## src/hw/rtl/fss_pkg.sv

```systemverilog
// Shared constants and character helpers for the fuzzy subsequence scorer.
// No dependencies; used by fuzzy_subsequence_scorer, its checker and the testbench.

package fss_pkg;

    localparam int PATTERN_MAX_DEF = 8;

    // Configuration register indexes.
    localparam logic CFG_PATTERN_BYTES  = 1'b0;
    localparam logic CFG_PATTERN_LENGTH = 1'b1;

    localparam logic [5:0] LEN_SAT    = 6'd48;
    localparam logic [7:0] BONUS_BASE = 8'd24;

    // Hit gains.
    localparam logic [6:0] GAIN_FIRST = 7'd8;
    localparam logic [6:0] GAIN_WORD  = 7'd6;
    localparam logic [6:0] GAIN_RUN   = 7'd4;
    localparam logic [6:0] GAIN_PLAIN = 7'd1;

    localparam logic [7:0] SCORE_NO_MATCH = 8'hFF;
    localparam logic [7:0] SCORE_MAX      = 8'd88;

    function automatic logic is_upper(input logic [7:0] b);
        return (b >= 8'h41) && (b <= 8'h5A);
    endfunction

    function automatic logic [7:0] fold(input logic [7:0] b);
        return is_upper(b) ? (b + 8'h20) : b;
    endfunction

    function automatic logic is_alnum(input logic [7:0] b);
        return ((b >= 8'h30) && (b <= 8'h39)) || is_upper(b) ||
               ((b >= 8'h61) && (b <= 8'h7A));
    endfunction

endpackage

```

## src/hw/rtl/fuzzy_subsequence_scorer.sv

```systemverilog
// Fuzzy subsequence scorer: streams candidate bytes against a configured
// pattern and emits one score per candidate. Depends on fss_pkg.
//
//   channel   direction  handshake                 payload
//   input     in         i_in_valid / o_in_stall   i_char_byte, i_char_present, i_last_char
//   output    out        o_out_valid / i_out_stall o_match_score
//   config    in         i_cfg_we                  i_cfg_index, i_cfg_data
//
// One word is taken per cycle unless the input stalls. A word is held in the
// input register, where the match logic updates the candidate state and, on
// the last word, loads the score into the output register.
// A stalled output only holds back a last word; other words keep flowing.
// Reset is synchronous and active low; it clears the pattern, the candidate
// state and both valid flags.

module fuzzy_subsequence_scorer #(
    parameter int PATTERN_MAX = fss_pkg::PATTERN_MAX_DEF
) (
    input  logic        i_clk,
    input  logic        i_rst_n,
    input  logic        i_cfg_we,
    input  logic        i_cfg_index,
    input  logic [63:0] i_cfg_data,
    input  logic        i_in_valid,
    output logic        o_in_stall,
    input  logic [7:0]  i_char_byte,
    input  logic        i_char_present,
    input  logic        i_last_char,
    output logic        o_out_valid,
    input  logic        i_out_stall,
    output logic signed [7:0] o_match_score
);

    logic [PATTERN_MAX-1:0][7:0] r_pattern;
    logic [3:0]                  r_plen;

    logic       r_in_valid;
    logic [7:0] r_byte;
    logic       r_present;
    logic       r_last;

    logic [3:0] r_pos,      n_pos;
    logic [6:0] r_total,    n_total;
    logic [5:0] r_len,      n_len;
    logic       r_prev_hit, n_prev_hit;
    logic       r_prev_aln, n_prev_aln;

    logic       r_out_valid;
    logic [7:0] r_score, n_score;

    logic       advance;
    logic       in_take;
    logic [3:0] plen;
    logic [7:0] pat_byte;
    logic       hit;
    logic [6:0] gain;
    logic [7:0] bonus;

    // A last word needs a free output slot; any other word always proceeds.
    assign advance    = r_in_valid && (!r_last || !r_out_valid || !i_out_stall);
    assign o_in_stall = r_in_valid && !advance;
    assign in_take    = i_in_valid && !o_in_stall;

    assign plen = (r_plen > 4'(PATTERN_MAX)) ? 4'(PATTERN_MAX) : r_plen;

    always_comb begin
        pat_byte = '0;
        for (int k = 0; k < PATTERN_MAX; k++) begin
            if (r_pos == 4'(k)) begin
                pat_byte = r_pattern[k];
            end
        end
    end

    always_comb begin
        hit = r_present && (r_pos < plen) &&
              (fss_pkg::fold(pat_byte) == fss_pkg::fold(r_byte));

        if (r_len == 6'd0) begin
            gain = fss_pkg::GAIN_FIRST;
        end else if (!r_prev_aln) begin
            gain = fss_pkg::GAIN_WORD;
        end else if (r_prev_hit) begin
            gain = fss_pkg::GAIN_RUN;
        end else begin
            gain = fss_pkg::GAIN_PLAIN;
        end

        n_pos      = r_pos;
        n_total    = r_total;
        n_len      = r_len;
        n_prev_hit = r_prev_hit;
        n_prev_aln = r_prev_aln;
        if (r_present) begin
            if (hit) begin
                n_pos   = r_pos + 4'd1;
                n_total = r_total + gain;
            end
            n_prev_hit = hit;
            n_prev_aln = fss_pkg::is_alnum(r_byte);
            if (r_len < fss_pkg::LEN_SAT) begin
                n_len = r_len + 6'd1;
            end
        end

        // Length saturates at 48, so half of it never exceeds the base.
        bonus = fss_pkg::BONUS_BASE - {3'b000, n_len[5:1]};

        if (plen == 4'd0) begin
            n_score = 8'd0;
        end else if (n_pos < plen) begin
            n_score = fss_pkg::SCORE_NO_MATCH;
        end else begin
            n_score = {1'b0, n_total} + bonus;
        end
    end

    always_ff @(posedge i_clk) begin
        if (!i_rst_n) begin
            r_pattern   <= '0;
            r_plen      <= '0;
            r_in_valid  <= 1'b0;
            r_pos       <= '0;
            r_total     <= '0;
            r_len       <= '0;
            r_prev_hit  <= 1'b0;
            r_prev_aln  <= 1'b0;
            r_out_valid <= 1'b0;
        end else begin
            if (i_cfg_we) begin
                unique case (i_cfg_index)
                    fss_pkg::CFG_PATTERN_BYTES:  r_pattern <= i_cfg_data[PATTERN_MAX*8-1:0];
                    fss_pkg::CFG_PATTERN_LENGTH: r_plen    <= i_cfg_data[3:0];
                    default: ;
                endcase
            end

            if (in_take) begin
                r_in_valid <= 1'b1;
            end else if (advance) begin
                r_in_valid <= 1'b0;
            end

            if (advance) begin
                if (r_last) begin
                    r_pos      <= '0;
                    r_total    <= '0;
                    r_len      <= '0;
                    r_prev_hit <= 1'b0;
                    r_prev_aln <= 1'b0;
                end else begin
                    r_pos      <= n_pos;
                    r_total    <= n_total;
                    r_len      <= n_len;
                    r_prev_hit <= n_prev_hit;
                    r_prev_aln <= n_prev_aln;
                end
            end

            if (advance && r_last) begin
                r_out_valid <= 1'b1;
            end else if (!i_out_stall) begin
                r_out_valid <= 1'b0;
            end
        end
    end

    always_ff @(posedge i_clk) begin
        if (in_take) begin
            r_byte    <= i_char_byte;
            r_present <= i_char_present;
            r_last    <= i_last_char;
        end
        if (advance && r_last) begin
            r_score <= n_score;
        end
    end

    assign o_out_valid   = r_out_valid;
    assign o_match_score = r_score;

endmodule

```

## config.mk

```make
export PLATFORM = sky130hd
export DESIGN_NAME = fuzzy_subsequence_scorer
export DESIGN_NICKNAME = d
export VERILOG_FILES = /design/src/hw/rtl/fss_pkg.sv /design/src/hw/rtl/fuzzy_subsequence_scorer.sv
export SDC_FILE = /design/constraint.sdc
export NUM_CORES = 1
export LEC_CHECK = 0
export BUFFER_PORTS_ARGS = -buffer_cell sky130_fd_sc_hd__buf_4
export CORE_ASPECT_RATIO = 1.75
export CORE_UTILIZATION = 62
export DETAILED_ROUTE_END_ITERATION = 6
export PLACE_DENSITY = 0.92
export SYNTH_ARGS = -nofsm -noshare
export SYNTH_HDL_FRONTEND = slang
export SYNTH_SLANG_ARGS = --single-unit
```

## constraint.sdc

```tcl
create_clock -name i_clk -period 9.9 [get_ports i_clk]
set_input_delay 0 -clock i_clk [delete_from_list [all_inputs] [get_ports i_clk]]
set_output_delay 0 -clock i_clk [all_outputs]
set_load 0.05 [all_outputs]
```

**Word level (Yosys, flattened, before mapping)**

Index checks and enable logic that the tools add are counted.

- $add $sub $neg: 7
- $lt $le $gt $ge: 12
- Equal/unequal tests: 9
- Muxes and demuxes: 32
- Bitwise logic cells: 1
- Reduce and logical (&&, ||, !) cells: 29

Operators by type and width:

| kind | number |
|---|---|
| $mux 8 | 11 |
| $ge 8x7->1 const B | 3 |
| $le 8x7->1 const B | 3 |
| $mux 7 | 3 |
| $mux 4 | 5 |
| $mux 6 | 3 |
| $add 8x6->8 const B | 2 |
| $eq 4x3->1 const B | 4 |
| $logic_and 1x1->1 | 10 |
| $add 7x8->8 | 1 |
| $eq 4x2->1 const B | 2 |
| $eq 8x8->1 | 1 |
| $ge 8x6->1 const B | 1 |
| $le 8x6->1 const B | 1 |
| $logic_not 4->1 | 2 |
| $lt 4x4->1 | 2 |
| $mux 1 | 8 |
| $add 7x7->7 | 1 |
| $add 6x1->6 const B | 1 |
| $logic_not 6->1 | 1 |
| $lt 6x6->1 const B | 1 |
| $mux 3 | 2 |
| $reduce_and 2->1 | 3 |
| $reduce_bool 2->1 | 3 |
| other kinds (9) | 16 |

- Register bits after elaboration: 107
- Input port bits: 80
- Output and inout bits: 10
- Logic and storage cells: 111

**Longest topological paths before layout**

- Word-level depth: 18
- Mapped depth: 27
- Depth with buffers taken out: 23

**Least setup slack after synthesis**

Ideal clock, no wire load.

- Kind: reg2reg
- From: register r_pos[0]
- To: register r_score[7], in the netlist o_match_score[7] (data pin)
- Library setup time: 0.286 ns
- Arrival time: 4.459 ns
- Data required time: 9.614 ns
- Setup slack: 5.155 ns
- Stages on the path, launching flop included: 26
- Path buffers: 3
- Period minus slack after synthesis: 4.745 ns
- Path through: dfxtp_1 inv_1 ha_1 buf_2 nor3b_2 o21ai_0 a21oi_1 o32a_1 a21oi_1 ha_1 o41ai_1 xnor2_1 and4_1 buf_2 buf_2 mux2_1 ha_1 a21o_1 a21oi_1 o21bai_1 a21oi_1 o21bai_1 a21oi_1 xnor2_1 nor2_1 o21bai_1

- Cells in the longest elaborated chain, start to end: 18
- Elaborated cells on any way between the ends: 33
- Classes of those cells: add/sub (3); order compare (4); eq/ne (8); mux (14); reduce/logical (4)

Ends and longest elaborated chain:

| element | RTL line | RTL |
|---|---|---|
| start, declared | fuzzy_subsequence_scorer.sv:42 | `logic [3:0] r_pos, n_pos;` |
| start signal, assigned | fuzzy_subsequence_scorer.sv:152 | `r_pos <= n_pos;` |
| $logic_not 4->1 | fuzzy_subsequence_scorer.sv:69 | `if (r_pos == 4'(k)) begin` |
| $mux 8 (8 in a row) | fuzzy_subsequence_scorer.sv:69 |  |
| $ge 8x7->1 / $le 8x7->1 (equally long branches) | fss_pkg.sv:25 | `return (b >= 8'h41) && (b <= 8'h5A);` |
| $logic_and 1x1->1 | fss_pkg.sv:25 |  |
| $mux 8 | fss_pkg.sv:29 | `return is_upper(b) ? (b + 8'h20) : b;` |
| $eq 8x8->1 | fuzzy_subsequence_scorer.sv:77 | `(fss_pkg::fold(pat_byte) == fss_pkg::fold(r_byte));` |
| $logic_and 1x1->1 | fuzzy_subsequence_scorer.sv:76 | `hit = r_present && (r_pos < plen) &&` |
| $mux 7 / $mux 4 (equally long branches) | fuzzy_subsequence_scorer.sv:95 | `if (hit) begin` |
| $mux 7 / $mux 4 (equally long branches) | fuzzy_subsequence_scorer.sv:94 | `if (r_present) begin` |
| $add 7x8->8 / $lt 4x4->1 (equally long branches) | fuzzy_subsequence_scorer.sv:114, fuzzy_subsequence_scorer.sv:111 |  |
| $mux 8 * | fuzzy_subsequence_scorer.sv:111 | `end else if (n_pos < plen) begin` |
| end signal, assigned | fuzzy_subsequence_scorer.sv:175 | `r_score <= n_score;` |
| end, declared | fuzzy_subsequence_scorer.sv:49 | `logic [7:0] r_score, n_score;` |

Every way passes the cells marked *; elsewhere a longest branch is shown, timed or not.
A chain may end at the register's enable or synchronous reset.

**Worst setup path after layout**

Same ends and word-level chain as after synthesis.

==> results.json <==
{
  "outcome": "finished clean",
  "layout_commonest_cell": "nand2_1",
  "relSlewSlack_pct": 19.87,
  "grt.total_usage_pct": 39.74,
  "synth_seq_area_share_pct": 38.93,
  "setup_viol": 0,
  "ios": 90,
  "worst_slack_ns": 3.688,
  "cts-root-buf": "clkbuf_16",
  "grt_pass1_wl_um": 31120,
  "synthArstFlopShare_pct": 0,
  "place_congestion": 0.8788,
  "drv_cap": 0,
  "drive_above_1_share_pct": 14.48,
  "dp_slack_ns": 3.857,
  "port_buffers": 89,
  "mostFrequentLayoutCells": "175 x nand2_1, 102 x a21oi_1, 91 x buf_4, 89 x dfxtp_1, 80 x dlygate4sd3_1",
  "path_max_fanout": 20,
  "rsz0062_at_grt": "no",
  "critical_path_arrival_ns": 6.27,
  "grt_overflow": 0,
  "yosysWarnings": 0,
  "max_freq_mhz": 161.0,
  "fp.dieW_um": 76.15,
  "num_vias": 6290,
  "synth_seq_cells": 107,
  "maxSlewViolCount": 0,
  "vdd_drop_max_mv": 0.1156,
  "syn_nets": 847,
  "finalCriticalPeriod_ns": 6.212,
  "ys.flop_type": "dfxtp_1",
  "synth-edff-count": 18,
  "grt_max_degree": 65,
  "fillCellCount": 549,
  "cts.clk_slew.worst_paths_ns": 0.07,
  "skew_ns": 0.005685,
  "clkLatencyLatePin_ns": 0.35,
  "nets": 988,
  "period_share_pct": 62.75,
  "remaining_drc_errors": 0,
  "h-tree-depth": 3,
  "power.density_nw_per_um2": 126.1,
  "min_path_type": "input pin to register",
  "end_kind": "register",
  "netlist_instances": 738,
  "wirelength_um": 19740,
  "multi_input_area_um2": 3359,
  "antenna_found_initial": 1,
  "die_area_um2": 10030,
  "cts_tree": "yes",
  "die_h_um": 131.8,
  "layout-area-overhead-vs-synth_pct": 29.26,
  "dr.pass1.iters": 6,
  "clock-sinks": 107,
  "clock_path_buffers": 2,
  "worstSetupStartpointType": "register",
  "numCtsBuffers": 9,
  "grt_pass1_vias": 6567,
  "fin_tns_setup_ns": 0,
  "critical_path_class": "register to register",
  "drtIter0Drc": 408,
  "avgSynthCellArea_um2": 8.084,
  "hold_viol": 0,
  "start_util_pct": 63.40,
  "p_leak_nw": 3.087,
  "hpwl_um": 12210,
  "rows": 47,
  "regArea_um2": 2322,
  "fp.coreArea_um2": 9409,
  "worstPathRequired_ns": 9.96,
  "synth.cell_area_um2": 5966,
  "ys_types": 73,
  "wire_per_inst_um": 19.60,
  "via_per_inst": 6.246,
  "tightest_slew_ns": 1.202,
  "drtAntennaViolNets": 0
}
[through the flow]
stage	hold WS, ns	cell area (um2)	util, %	power (mW)	cells
after floorplan	0.09887	5966	-	0.5405	738
after global placement	0.1794	6611	70.27	0.5827	910
after detailed placement	0.1794	6611	70.27	0.5865	910
after CTS	0.3753	7709	81.93	0.9584	1006
after global routing	0.3732	7711	81.95	0.9980	1007
final	0.3735	7711	81.95	0.9721	1007
[path summary, 6_finish.rpt]
| kind | from | endpoint | slack [ns] | cells past startpoint |
|---|---|---|---|---|
| worst max-delay path | r_pos[0] | o_match_score[7] | 3.69 | 22 |
| worst min-delay path | i_char_byte[7] | r_byte[7] | 0.37 | 2 |
| worst max register to register | r_pos[0] | o_match_score[7] | 3.69 | 22 |
| worst min register to register | r_pattern[46] | r_pattern[46] | 0.46 | 2 |
[registers in the layout (all words and copies together), names as in the netlist]
signal and count:
r_pattern 64, r_len 6, r_plen 4, r_total 7, o_match_score 8, r_prev_aln 1
r_last 1, o_out_valid 1, r_in_valid 1, r_pos 4, r_prev_hit 1, r_present 1
r_byte 8
[kinds of logic (layout without fill, tap and decap cells)]
family          Yosys count  after routing  synth area share, %
compound gates          195            195                20.53
xor+xnor                 25             25                3.670
fa+ha+maj                29             29                6.334
buf+inv                  66            212                4.928
flops                   107            107                38.93
mux                      10             10                1.804
other cells               0              1                    0
simple gates            306            306                23.80
[what timing repair did]
action | 4_1_cts | 5_1_grt
gates resized for setup | 0 | 0
hold endpoints to repair | 81 | 0
hold buffers | 80 | 0
buffers inserted | 0 | 0
[area by class of cell]
cell class | instances | area share, %
Tap cell | 122 | 1.980
Timing Repair Buffer | 171 | 19.24
Clock buffer | 11 | 3.294
Clock inverter | 5 | 0.5517
Sequential cell | 107 | 30.12
Multi-Input combinational cell | 565 | 43.57
Antenna cell | 1 | 0.03245
Inverter | 25 | 1.217
[worst max-delay path: stages, from the launching register on]
cell,delay [ns]
dfxtp_1,0.36
inv_1,0.16
ha_1,0.68
inv_1,0.34
o311ai_2,0.35
a21oi_1,0.20
nor3_4,0.25
inv_1,0.08
ha_1,0.27
o41ai_1,0.43
xnor2_1,0.20
and4_1,0.59
mux2_2,0.42
ha_1,0.30
a21o_1,0.18
a21oi_1,0.21
o21bai_1,0.09
a21oi_1,0.25
o21bai_1,0.10
a21oi_1,0.20
xnor2_1,0.10
nor2_1,0.11
o21bai_1,0.07
[synthesized netlist by cell type (all sizes together) (6+ instances only)]
library cell / count / area [um2]
nand2: 175 / 656.9
clkbuf: 23 / 87.58
dfxtp: 89 / 1782
edfxtp: 18 / 540.5
nand3b: 10 / 75.07
nor2: 46 / 175.2
nor2b: 8 / 50.05
buf: 18 / 112.6
nand2b: 11 / 68.82
a22o: 7 / 61.31
o21ai: 23 / 115.1
inv: 25 / 93.84
ha: 27 / 337.8
a21oi: 104 / 528.0
nand3: 17 / 90.09
nor3: 7 / 51.30
xor2: 14 / 122.6
mux2: 6 / 67.56
o21bai: 11 / 82.58
xnor2: 11 / 96.34
[where the power goes]
| group | internal [mW] | switching (mW) |
|---|---|---|
| combinational | 0.0674 | 0.0685 |
| clock | 0.190 | 0.170 |
| sequential | 0.460 | 0.0158 |
[routing by layer]
layer	global-route usage, %	vias to the layer above	share of wire, %
met2	74.19	390	55
met5	0	-	0
li1	-	2842	-
met4	30.77	0	6.6
met3	7.336	123	5.8
met1	37.50	2935	33
No activity file was read; power rests on OpenSTA's default activity.
